$ cat config.mk
export PLATFORM = sky130hd
export DESIGN_NAME = tps_queue
export DESIGN_NICKNAME = d
export VERILOG_FILES = /design/src/hdl/tps_queue.sv
export SDC_FILE = /design/constraint.sdc
export NUM_CORES = 1
export LEC_CHECK = 0
export BUFFER_PORTS_ARGS = -buffer_cell sky130_fd_sc_hd__buf_4
export CORE_UTILIZATION = 31
export CTS_CLUSTER_DIAMETER = 200
export CTS_CLUSTER_SIZE = 30
export DETAILED_ROUTE_END_ITERATION = 10
export HOLD_SLACK_MARGIN = 0.05
export MAX_ROUTING_LAYER = met4
export PLACE_DENSITY_LB_ADDON = 0.3
export SETUP_SLACK_MARGIN = 0.15
export SYNTH_ARGS = -nofsm -noshare
export SYNTH_HDL_FRONTEND = slang
export SYNTH_SLANG_ARGS = --single-unit
$ cat constraint.sdc
create_clock -name clock -period 1.8 [get_ports clock]
set_clock_uncertainty 0.15 [all_clocks]
set_input_delay 0.09 -clock clock [delete_from_list [all_inputs] [get_ports clock]]
set_output_delay 0.09 -clock clock [all_outputs]
set_load 0.005 [all_outputs]
$ cat src/hdl/tps_queue.sv
// ----------------------------------------------------------------------------
// tps_queue
// Two-entry queue between the classifying front and the executing back.
// ----------------------------------------------------------------------------
module tps_queue #(
   parameter int WIDTH = 8
) (
   input  logic             clock,
   input  logic             reset,
   input  logic             push_valid,
   output logic             push_ready,
   input  logic [WIDTH-1:0] push_data,
   output logic             pop_valid,
   input  logic             pop_ready,
   output logic [WIDTH-1:0] pop_data
);

   logic [WIDTH-1:0] mem_ff [2];
   logic             wptr_ff, wptr_in;
   logic             rptr_ff, rptr_in;
   logic [1:0]       count_ff, count_in;
   logic             do_push, do_pop;

   // handshake
   assign push_ready = (count_ff != 2'd2);
   assign pop_valid  = (count_ff != 2'd0);
   assign pop_data   = mem_ff[rptr_ff];
   assign do_push    = push_valid && push_ready;
   assign do_pop     = pop_valid && pop_ready;

   // pointer and fill update
   always_comb begin
      wptr_in  = do_push ? ~wptr_ff : wptr_ff;
      rptr_in  = do_pop ? ~rptr_ff : rptr_ff;
      count_in = count_ff + {1'b0, do_push} - {1'b0, do_pop};
   end

   always_ff @(posedge clock) begin
      if (reset) begin
         wptr_ff  <= 1'b0;
         rptr_ff  <= 1'b0;
         count_ff <= 2'd0;
      end else begin
         wptr_ff  <= wptr_in;
         rptr_ff  <= rptr_in;
         count_ff <= count_in;
      end
      if (do_push) begin
         mem_ff[wptr_ff] <= push_data;
      end
   end

endmodule

* Yosys cells after proc, flatten, opt, wreduce, memory -nomap -nowiden *
Memories as Yosys holds them, arrays and structs flattened. A register that Yosys moved wholly into a read port is not among the register bits.
Index checks and enable logic that the tools add are counted.

cells by class
  add/subtract/negate cells = 2
  muxes and demuxes = 4
  bitwise operators = 2
  eq/ne operators = 1
  reductions and logical operators = 3

operator list
  operator                              count
  two-way mux 1 bit                     4
  adder 2 x 1 -> 2 bit                  1
  logical AND 1 bit                     2
  != test 2 bit, second input constant  1
  NOT 1 bit                             2
  nonzero test 2 bit                    1
  subtractor 2 x 1 -> 2 bit             1

word-level totals
  flip-flop bits (word level) = 4
  memories = 1
  logic and storage cells = 16
  RAM bits = 16

memories
  name    depth  bits a word  rd ports  clocked after Yosys merged registers in  write ports  RTL line  source
  mem_ff  2      8            1         1                                        1            18        logic [WIDTH-1:0] mem_ff [2];

* Longest topological paths before layout *
  word-level depth = 4
  depth in mapped cells = 8
  depth with buffers taken out = 8

* Worst setup path after synthesis *
No wires, ideal clock.

  kind = register to register
  from = register count_ff[1]
  to = register count_ff[1]
  stages on the path, launching flop included = 8
  path slack = 190 ps
  library setup time = 115 ps
  data arrival time = 1346 ps
  cells stage by stage = dfxtp_1 o21a_2 ha_1 inv_1 ha_1 xor2_1 xnor2_1 nor2_1

on the way
  elaborated cells on any way between the ends = 6
  classes of those cells = 2 x add/sub; 1 x eq/ne; 3 x reduce/logical

RTL lines
  item                       RTL line  source
  from (decl)                21        logic [1:0] count_ff, count_in;
  from (signal assigned)     46        count_ff <= count_in;
  nonzero test 2 bit         26        assign pop_valid = (count_ff != 2'd0);
  logical AND 1 bit          29        assign do_pop = pop_valid && pop_ready;
  net do_pop                 22        logic do_push, do_pop;
  subtractor 2 x 1 -> 2 bit  35        count_in = count_ff + {1'b0, do_push} - {1'b0, do_pop};

The timed path passes the listed nets, and every way through them passes these cells.
A chain may end at the register's enable or synchronous reset.

* Worst setup path in the final report *
Same ends and word-level chain as after synthesis.

==> summary.md <==
| Metric | Value |
|---|---|
| Worst setup SP type | `flip-flop` |
| Worst EP required | `approximately 1800 ps` |
| Post-route ant nets | `0` |
| Iteration-0 DRC Markers | `4` |
| Drt drc | `0` |
| Die ar. | `between 2000 and 3000 µm²` |
| Tot GR Track Use | `approximately 11%` |
| Final WL | `about 1.3 mm` |
| Die Y | `~53 µm` |
| Root Buffer | `clkbuf_4` |
| Status | `complete, no violations` |
| GR Util met3 | `2.874%` |
| Crit path DAT | `1680 ps` |
| Syn Area/Cell | `about 17 µm²` |
| Total power | `1.408 mW` |
| CTS max path bufs | `2` |
| GRT overflow | `0` |
| Port Buffers | `21` |
| Final Max Slew Viols | `0` |
| DP Worst Slack | `around 120 ps` |
| Syn_nets | `63` |
| H-tree Lvls | `1` |
| Initial antenna violation count | `0` |
| Worst VDD drop | `670.0 µV` |
| Post-DP HPWL | `about 860 µm` |
| Pwr dens | `roughly 1200 nW/µm²` |
| Dominant synthesized flop cell | `edfxtp_1` |
| Diode count | `0` |
| Via count | `497` |
| Synth top area share | `about three fifths` |
| Final setup viols | `0` |
| Final Hold Violating Endpoints | `0` |
| Share of layout cells above drive strength 1 | `between 40% and 50%` |
| Yosys top cell by area | `edfxtp_1` |
| Max-cap viol count | `0` |
| Async S/R FF share, synth | `0%` |
| CTS Buf Count | `3` |
| Placed Area | `1011 µm²` |
| Tightest Pin Transition | `420.8 ps` |
| Syn Std Cell Area | `between 800 and 900 µm²` |
| Core Area | `between 2000 and 2500 µm²` |
| Nets | `101` |
| Synth top area cells | `edfxtp_1, dfxtp_1, mux2_1, ha_1, nor2_1` |
| Cell Rows | `18` |
| Setup crit end kind | `flip-flop` |
| Setup ws final | `roughly 160 ps` |
| Width of the die | `approximately 53 µm` |
| Met2 Usage GRT | `about a fifth` |
| CTS tree | `yes` |
| Fin Setup TNS | `0 ps` |
| WS Path Type | `reg2reg` |
| Unrepaired setup endpoints after global routing | `yes` |
| Crit Path Max Fanout | `4` |
| Minimum clock period | `1635 ps` |
| EDFF count, synth | `16` |
| DR pass1 iterations | `3` |
| CTS clk-pin slew, worst paths | `~110 ps` |
| Tcrit/Tclk final | `about nine tenths` |
| F_max | `between 0.6 and 0.7 GHz` |
| Initial Util | `between 30 and 40%` |
| Sink Count | `21` |
| Worst hold margin | `roughly 120 ps` |
| Leakage power | `roughly 0.48 nW` |
| DR WL/cell | `~11 µm` |
| Largest net degree at the start of global routing | `13` |
| Final Cell Area | `approximately 1200 µm²` |
| I/O pins | `22` |
| Vias in the first global route | `507` |
| Worst skew pair latency | `~290 ps` |
| Hold Path Class | `in2reg` |
| Placer Congestion | `between 0.5 and 0.6` |
| Yosys warning total | `0` |
| Slew headroom | `roughly 72%` |
| Seq/Total Area, Yosys | `between 70% and 80%` |
| GRT Max-Usage Layer | `met2` |
| GR met1 Demand/Resource | `about 11%` |
| Cells after synthesis | `49` |
| Distinct cell type count after synthesis | `16` |
| Vias/cell | `~4.3` |
| First-pass GRT wire length | `slightly above 2 mm` |
| Flops & latches, synth | `21` |
| Layout area overhead | `48.00%` |
[routing by layer]
metal | share of wire [%] | up-vias
met3 | 4.8 | 2
met4 | 0.60 | 0
met2 | 52 | 14
met5 | 0 | -
li1 | - | 249
met1 | 42 | 232
[critical path, cell delays in order (launching register included)]
cell	delay (ps)
dfxtp_4	380
o21a_4	230
ha_4	250
inv_2	40
ha_4	150
xor2_2	140
xnor2_1	130
nor2_1	60
[cell usage in the layout (no fill, tap or decap), drive strengths merged]
cell / Yosys / routed
and3: 1 / 1
buf: 1 / 25
clkbuf: 0 / 3
clkinv: 0 / 1
dfxtp: 5 / 5
dlygate4sd3: 0 / 9
edfxtp: 16 / 16
ha: 2 / 2
inv: 1 / 1
mux2: 9 / 9
nand2: 1 / 1
nand2b: 1 / 1
nor2: 5 / 5
nor2b: 2 / 2
o21a: 1 / 1
or2: 1 / 1
xnor2: 2 / 2
xor2: 1 / 1
[per-stage QoR]
step	cells	util, %
after floorplan	49	-
after global placement	100	40.81
after detailed placement	100	40.81
after CTS	115	47.42
after global routing	116	48.59
final	116	48.59
[registers in the layout, indices dropped and copies added, names as in the netlist, named ones only]
name,flops
count_ff,2
mem_ff,16
rptr_ff,1
wptr_ff,1
[logic make-up after synthesis]
family                   synth area share, %
AND/OR/NAND/NOR                        7.232
AO/OA/AOI/OAI                          1.077
adder cells (fa/ha/maj)                3.076
flip-flops                             71.39
XOR/XNOR                               3.231
multiplexers                           12.92
buffers and inverters                  1.076
[power by group]
part	switching, mW	internal (mW)	leakage, nW
Clock	0.130	0.0824	0.0177
Sequential	0.0716	0.630	0.192
Combinational	0.180	0.314	0.266
Total	0.382	1.03	0.476
[path summary, 6_finish.rpt]
kind                  to   startpoint  cells after the start  slack, ps
max reg2reg  count_ff[1]  count_ff[1]                      7        160
min              wptr_ff   push_valid                      4        120
min reg2reg      rptr_ff      rptr_ff                      2        380
max          count_ff[1]  count_ff[1]                      7        160
[cell usage after synthesis, types with 2 or more instances]
cell and count:
dfxtp_1 5, xnor2_1 2, ha_1 2, edfxtp_1 16, nor2b_1 2, mux2_1 8, nor2_1 5
[cell type report]
class / instances / area (µm²)
inverters: 1 / 3.754
repair buffers: 34 / 277.8
flip-flops and latches: 21 / 589.3
clock buffers: 3 / 22.52
multi-input cells: 26 / 267.8
well taps: 30 / 37.54
clock inverters: 1 / 5.005
fillers: 228 / 1274
[repair_timing]
action / in CTS / in global routing
pin swaps: 5 / 5
gates resized for setup: 7 / 5
endpoints found under the setup margin: 1 / 9
setup buffers: 2 / 1
hold buffers: 9 / 0
hold endpoints to repair: 21 / 0
Power figures use the tool's default switching activity.
