### config.mk
export PLATFORM = sky130hd
export DESIGN_NAME = tps_front
export DESIGN_NICKNAME = d
export VERILOG_FILES = /design/src/hdl/tps_pkg.sv /design/src/hdl/tps_front.sv
export SDC_FILE = /design/constraint.sdc
export NUM_CORES = 2
export LEC_CHECK = 0
export BUFFER_PORTS_ARGS = -buffer_cell sky130_fd_sc_hd__buf_2
export CAP_MARGIN = 30
export CORE_MARGIN = 5
export CORE_UTILIZATION = 40
export DETAILED_ROUTE_END_ITERATION = 12
export PLACE_DENSITY = 0.68
export SLEW_MARGIN = 20
export SYNTH_ARGS = -nofsm -noshare
export SYNTH_HDL_FRONTEND = slang
export SYNTH_SLANG_ARGS = --single-unit
export TNS_END_PERCENT = 5
### constraint.sdc
create_clock -name vclk -period 18.1
set_input_delay 1.81 -clock vclk [all_inputs]
set_output_delay 1.81 -clock vclk [all_outputs]
set_load 0.02 [all_outputs]
### src/hdl/tps_pkg.sv
// ----------------------------------------------------------------------------
// tps_pkg
// Shared types, constants and helpers for the triangle plane slice unit.
// ----------------------------------------------------------------------------
package tps_pkg;

   // tolerance register
   localparam int TOL_WIDTH = 16;
   localparam logic [TOL_WIDTH-1:0] TOL_RESET = 16'd1;

   // width used by the point proximity helper (covers coordinate widths up to 64)
   localparam int PT_WIDTH = 64;

   // segment kinds on the output
   localparam logic SEG_KIND_EDGE = 1'b0;
   localparam logic SEG_KIND_CUT  = 1'b1;

   // what one triangle edge contributes
   typedef enum logic [2:0] {
      EDGE_NONE,
      EDGE_COPLANAR,
      EDGE_CUT_A,
      EDGE_CUT_B,
      EDGE_CROSS
   } edge_class_type;

   // classification of one triangle, passed from front to back
   typedef struct packed {
      edge_class_type [2:0] cls;
      logic           [2:0] emit_edge;
   } tri_meta_type;

   // two points are close when dx^2 + dy^2 <= tol^2, computed exactly
   function automatic logic close_pts(
      input logic signed [PT_WIDTH-1:0] ax,
      input logic signed [PT_WIDTH-1:0] ay,
      input logic signed [PT_WIDTH-1:0] bx,
      input logic signed [PT_WIDTH-1:0] by,
      input logic        [TOL_WIDTH-1:0] tol
   );
      logic signed [PT_WIDTH-1:0] dx;
      logic signed [PT_WIDTH-1:0] dy;
      logic        [PT_WIDTH-1:0] ux;
      logic        [PT_WIDTH-1:0] uy;
      logic        [2*TOL_WIDTH-1:0] sqx;
      logic        [2*TOL_WIDTH-1:0] sqy;
      logic        [2*TOL_WIDTH-1:0] tsq;
      logic        [2*TOL_WIDTH:0]   sum;
      logic                          fits;
      dx   = ax - bx;
      dy   = ay - by;
      ux   = dx[PT_WIDTH-1] ? PT_WIDTH'(-dx) : PT_WIDTH'(dx);
      uy   = dy[PT_WIDTH-1] ? PT_WIDTH'(-dy) : PT_WIDTH'(dy);
      fits = (ux <= {{(PT_WIDTH-TOL_WIDTH){1'b0}}, tol}) &&
             (uy <= {{(PT_WIDTH-TOL_WIDTH){1'b0}}, tol});
      sqx  = ux[TOL_WIDTH-1:0] * ux[TOL_WIDTH-1:0];
      sqy  = uy[TOL_WIDTH-1:0] * uy[TOL_WIDTH-1:0];
      tsq  = tol * tol;
      sum  = {1'b0, sqx} + {1'b0, sqy};
      return fits && (sum <= {1'b0, tsq});
   endfunction

endpackage

### src/hdl/tps_front.sv
// ----------------------------------------------------------------------------
// tps_front
// Unpacks a triangle, measures vertex heights against the plane and
// classifies each edge as coplanar, touching, crossing or unrelated.
// ----------------------------------------------------------------------------
module tps_front #(
   parameter int CW = 32
) (
   input  logic [10*CW-1:0]                  tri_data,
   input  logic [tps_pkg::TOL_WIDTH-1:0]     tol,
   output logic [2:0][CW-1:0]                vx,
   output logic [2:0][CW-1:0]                vy,
   output logic [2:0][CW:0]                  mag,
   output tps_pkg::tri_meta_type             meta
);

   logic [CW-1:0]   h;
   logic [CW:0]     d    [3];
   logic [CW:0]     nd   [3];
   logic [2:0]      on_p;
   logic [2:0]      neg;
   logic [2:0]      pos;

   assign h = tri_data[9*CW +: CW];

   // per-vertex signed distance to the plane
   for (genvar i = 0; i < 3; i++) begin : g_vtx
      logic [CW-1:0] z;
      assign vx[i]   = tri_data[(3*i)*CW +: CW];
      assign vy[i]   = tri_data[(3*i+1)*CW +: CW];
      assign z       = tri_data[(3*i+2)*CW +: CW];
      assign d[i]    = {z[CW-1], z} - {h[CW-1], h};
      assign nd[i]   = -d[i];
      assign mag[i]  = d[i][CW] ? nd[i] : d[i];
      assign on_p[i] = mag[i] < {{(CW+1-tps_pkg::TOL_WIDTH){1'b0}}, tol};
      assign neg[i]  = d[i][CW];
      assign pos[i]  = !d[i][CW] && (d[i] != '0);
   end

   // per-edge classification, edges v0-v1, v1-v2, v2-v0
   for (genvar k = 0; k < 3; k++) begin : g_edge
      localparam int J = (k + 1) % 3;
      logic close_ab;
      assign close_ab = tps_pkg::close_pts(
         {{(tps_pkg::PT_WIDTH-CW){vx[k][CW-1]}}, vx[k]},
         {{(tps_pkg::PT_WIDTH-CW){vy[k][CW-1]}}, vy[k]},
         {{(tps_pkg::PT_WIDTH-CW){vx[J][CW-1]}}, vx[J]},
         {{(tps_pkg::PT_WIDTH-CW){vy[J][CW-1]}}, vy[J]},
         tol);
      always_comb begin
         meta.emit_edge[k] = 1'b0;
         if (on_p[k] && on_p[J]) begin
            meta.cls[k]       = tps_pkg::EDGE_COPLANAR;
            meta.emit_edge[k] = !close_ab;
         end else if (on_p[k]) begin
            meta.cls[k] = tps_pkg::EDGE_CUT_A;
         end else if (on_p[J]) begin
            meta.cls[k] = tps_pkg::EDGE_CUT_B;
         end else if ((neg[k] && pos[J]) || (pos[k] && neg[J])) begin
            meta.cls[k] = tps_pkg::EDGE_CROSS;
         end else begin
            meta.cls[k] = tps_pkg::EDGE_NONE;
         end
      end
   end

endmodule

# Word-level counts from Yosys, hierarchy flattened
# Index checks and enable logic that the tools add are counted.
[totals]
regBits = 0
latch_bits = 0
ram_bits = 0
mem_bits_ro = 0
inputBits = 336
output_inout_bits = 303
n_memories = 0
[op_classes]
add_sub_neg = 21
n_mul = 7
div = 0
order_cmp = 12
n_eq_ne = 0
shift = 0
muxes = 24
n_bitwise = 0
n_reduce_logical = 30
[ops]
columns = ["operator", "n"]
rows = [
  ["$le A64 B16 Y1", 6],
  ["$mux W64", 6],
  ["$neg A33 Y64", 6],
  ["$sub A32 B32 Y33", 9],
  ["$mul A16 B16 Y32", 7],
  ["$add A32 B32 Y33", 3],
  ["$le A33 B32 Y1", 3],
  ["$lt A33 B16 Y1", 3],
  ["$mux W33", 3],
  ["$neg A33 Y33", 3],
  ["$reduce_bool A33 Y1", 3],
  ["$mux W3", 12],
  ["$logic_and A1 B1 Y1", 18],
  ["$logic_not A1 Y1", 6],
  ["$logic_or A1 B1 Y1", 3],
  ["$mux W1", 3],
]

# Logic depth before layout (Yosys ltp)
[depth]
depth_word = 9
depth_mapped = 66
depth_no_buf = 65

# Worst setup path after synthesis
# No wires, ideal clock.
[synth_timing]
path_kind = "input to output"
from = "input tri_data[0]"
to = "output meta[0] (netlist name)"
arrival_time_ps = 14981
required_ps = 16290
slack_ps = 1309
path_stages = 56
path_buffers = 1
path_cell_list = "inv_1 > ha_1 > inv_1 > fa_1 > a211o_1 > a21oi_1 > o211ai_1 > o21a_1 > or2_1 > a31oi_1 > o31ai_1 > a2111oi_0 > a21oi_1 > clkbuf_1 > a21oi_1 > xor2_1 > clkinv_1 > nor2_1 > [20 not listed] > o21a_1 > or4_1 > a31oi_1 > nor2b_1 > o21ai_0 > nor2b_1 > xnor2_1 > ha_1 > o21a_1 > o21ai_0 > a31oi_1 > a211oi_1 > o221ai_1 > a211oi_1 > nand4b_1 > nor4_1 > nand4_1 > o41a_1"
[synth_rtl]
columns = ["element", "line_no", "text"]
rows = [
  ["start, declared", "tps_front.sv:9", "input logic [10*CW-1:0] tri_data,"],
  ["end, declared", "tps_front.sv:14", "output tps_pkg::tri_meta_type meta"],
]

==> impl_results.md <==
- Routability-driven placement congestion ratio: 1.01
- Peak Freq: 57.1 MHz
- Layout cell share with drive strength beyond 1: 0.123
- Routed Antenna Nets: 0
- Most common cell after layout, fill and taps aside: inv_1
- Via count: 73400
- Crit path max fanout: 12
- Initial antenna violation count: 54
- Number of unique standard cell types used by synthesis: 116
- DP Area: 89400 sq um
- Commonest cells after routing, fill and taps aside: 2310 x inv_1, 1345 x fa_1, 1195 x ha_1
- Clkbuf count: 0
- Most used cell, CP: fa_1
- Syn avg cell area: 8.04 sq um
- Gr ovfl total: 0
- Post-layout nets: 13700
- Seq Cell Count: 0
- Post-DP HPWL: 276000 microns
- Setup ws final: 0.599 ns
- Max-slew headroom: 0.312
- Multi-input logic area: 71000 sq um
- RSZ-0062 raised after global routing: yes
- Status: finished, final reports clean
- Period utilization: 0.967
- Hold path start: tri_data[3]
- Via-per-instance ratio: 5.42
- Critical-path top delay cell: fa_1
- Initial Util: 0.403
- Top Ports: 639
- Data required time of the worst path: 16.29 ns
- Total GRT Usage: 0.288
- Endpoint class of the critical path: output port
- Setup crit start: tri_data[32]
- Max stage delay on crit path: 0.55 ns
- Input/output buffers: 639
- Worst slack, placed: -0.315 ns
- Hold Path Class: primary input to output port
- Design area: 90100 sq um
- Startpoint types: primary input
- Chip width: 462 microns
- Fill count: 20600
- Post-Layout Cell Count: 13500
- Drt drc: 0
- WP data arrival: 15.69 ns
- Cell Area, Synth: 81700 sq um
- Final hold vios: 0
- Area growth syn-to-layout: 10.3%
- First-pass GRT wire length: 462000 microns
- Sequential area share after synthesis: 0
- Measured slew at the worst slew-check pin: 1.02 ns
- Syn. warnings: 0
- Final slew viol count: 0
- Final WL: 312000 microns
- Final setup violating endpoints: 0
- Pin count of the biggest net entering global routing: 29
- Core Rows: 165
- Die height: 462 microns
- Post-synth net total: 13000
- Core Util, Final: 0.444
- Routed WL per cell: 23.0 microns
- Vias in the first global route: 73700
- Inst Count DP: 13500
- Core area: 203000 sq um
- Post-synthesis instance total: 10200
- Maxcap violations: 0
- Iteration-0 DRC Markers: 5598
- Setup CP Type: primary input to output port
- DR pass1 iterations: 6
- Storage element area: 0 sq um
- Die ar.: 213000 sq um
- Period minus WS final: 17.50 ns
stage by stage:
step	setup TNS, ns	hold slack, ns
2_1_floorplan	0	3.73
3_3_place_gp	-0.156	3.88
3_5_place_dp	-0.315	3.89
4_1_cts	0	3.89
5_1_grt	-0.0914	3.89
6_report	0	3.89
final cells by class:
cell class                 instances  share of cell area
antenna                           24            0.000667
inverter                        2371              0.0989
multi-input combinational       7391               0.789
tap                             2672              0.0371
timing repair buffer            1090              0.0747
per-layer routing:
metal  up-vias  global-route usage  wire, microns
met5         -                   0            379
met4        56               0.181          26000
met3       688              0.0518          24800
met2      2894               0.471         140000
met1     35800               0.351         120000
li1      34000                   -              -
path summary, 6_finish.rpt:
| check | cells past startpoint | end |
|---|---|---|
| worst min-delay path | 2 | vx[3] |
| worst max-delay path | 60 | meta[0] |
critical path: cells and delay by family:
family          cells  cell delay (ns)
fa+ha+maj          12             5.24
buf+inv            13             1.56
simple gates       11             2.17
compound gates     22             4.61
xor+xnor            2             0.25
Yosys cell counts, types with 20 or more instances:
library cell,instances,area share
nand3b_1,25,0.0023
o31ai_1,51,0.0047
a31oi_1,71,0.0054
nor3_1,153,0.0094
o21a_1,96,0.0088
nand3_1,129,0.0079
or3_1,58,0.0044
a211o_1,23,0.0025
nand4_1,96,0.0074
xor2_1,208,0.022
nor4_1,55,0.0042
a21boi_0,28,0.0026
o211ai_1,43,0.0040
and4_1,21,0.0023
and2_1,50,0.0038
nand2b_1,95,0.0073
clkbuf_1,178,0.0082
and3_1,67,0.0051
fa_1,1349,0.33
xnor2_1,320,0.034
a211oi_1,72,0.0066
a2111oi_0,20,0.0021
a21o_1,211,0.019
o21ai_0,303,0.019
nand2_1,736,0.034
clkinv_1,40,0.0018
a21oi_1,474,0.029
inv_1,2316,0.11
nor2b_1,90,0.0069
ha_1,1197,0.18
nor2_1,849,0.039
buf_4,193,0.018
mux2i_1,21,0.0026
o21bai_1,42,0.0039
o22ai_1,20,0.0015
or2_2,44,0.0034
cell families after synthesis:
logic type,count (synthesis),synth area share
muxes,33,0.00423
buffers and inverters,2762,0.136
xor gates and xnor gates,531,0.0572
adders and majority gates,2546,0.514
and+or+nand+nor,2570,0.149
AOI/OAI and AO/OA,1711,0.139
repair_timing:
| action | in CTS | in global routing |
|---|---|---|
| buffers inserted | 3 | 9 |
| pin swaps | 3 | 43 |
| setup endpoints to repair | 1 | 3 |
| gates resized for setup | 9 | 115 |
| hold buffers | 0 | 0 |
Power is not shown: default switching activity piles up to over one toggle a cycle in this logic, so the estimate is an artifact.
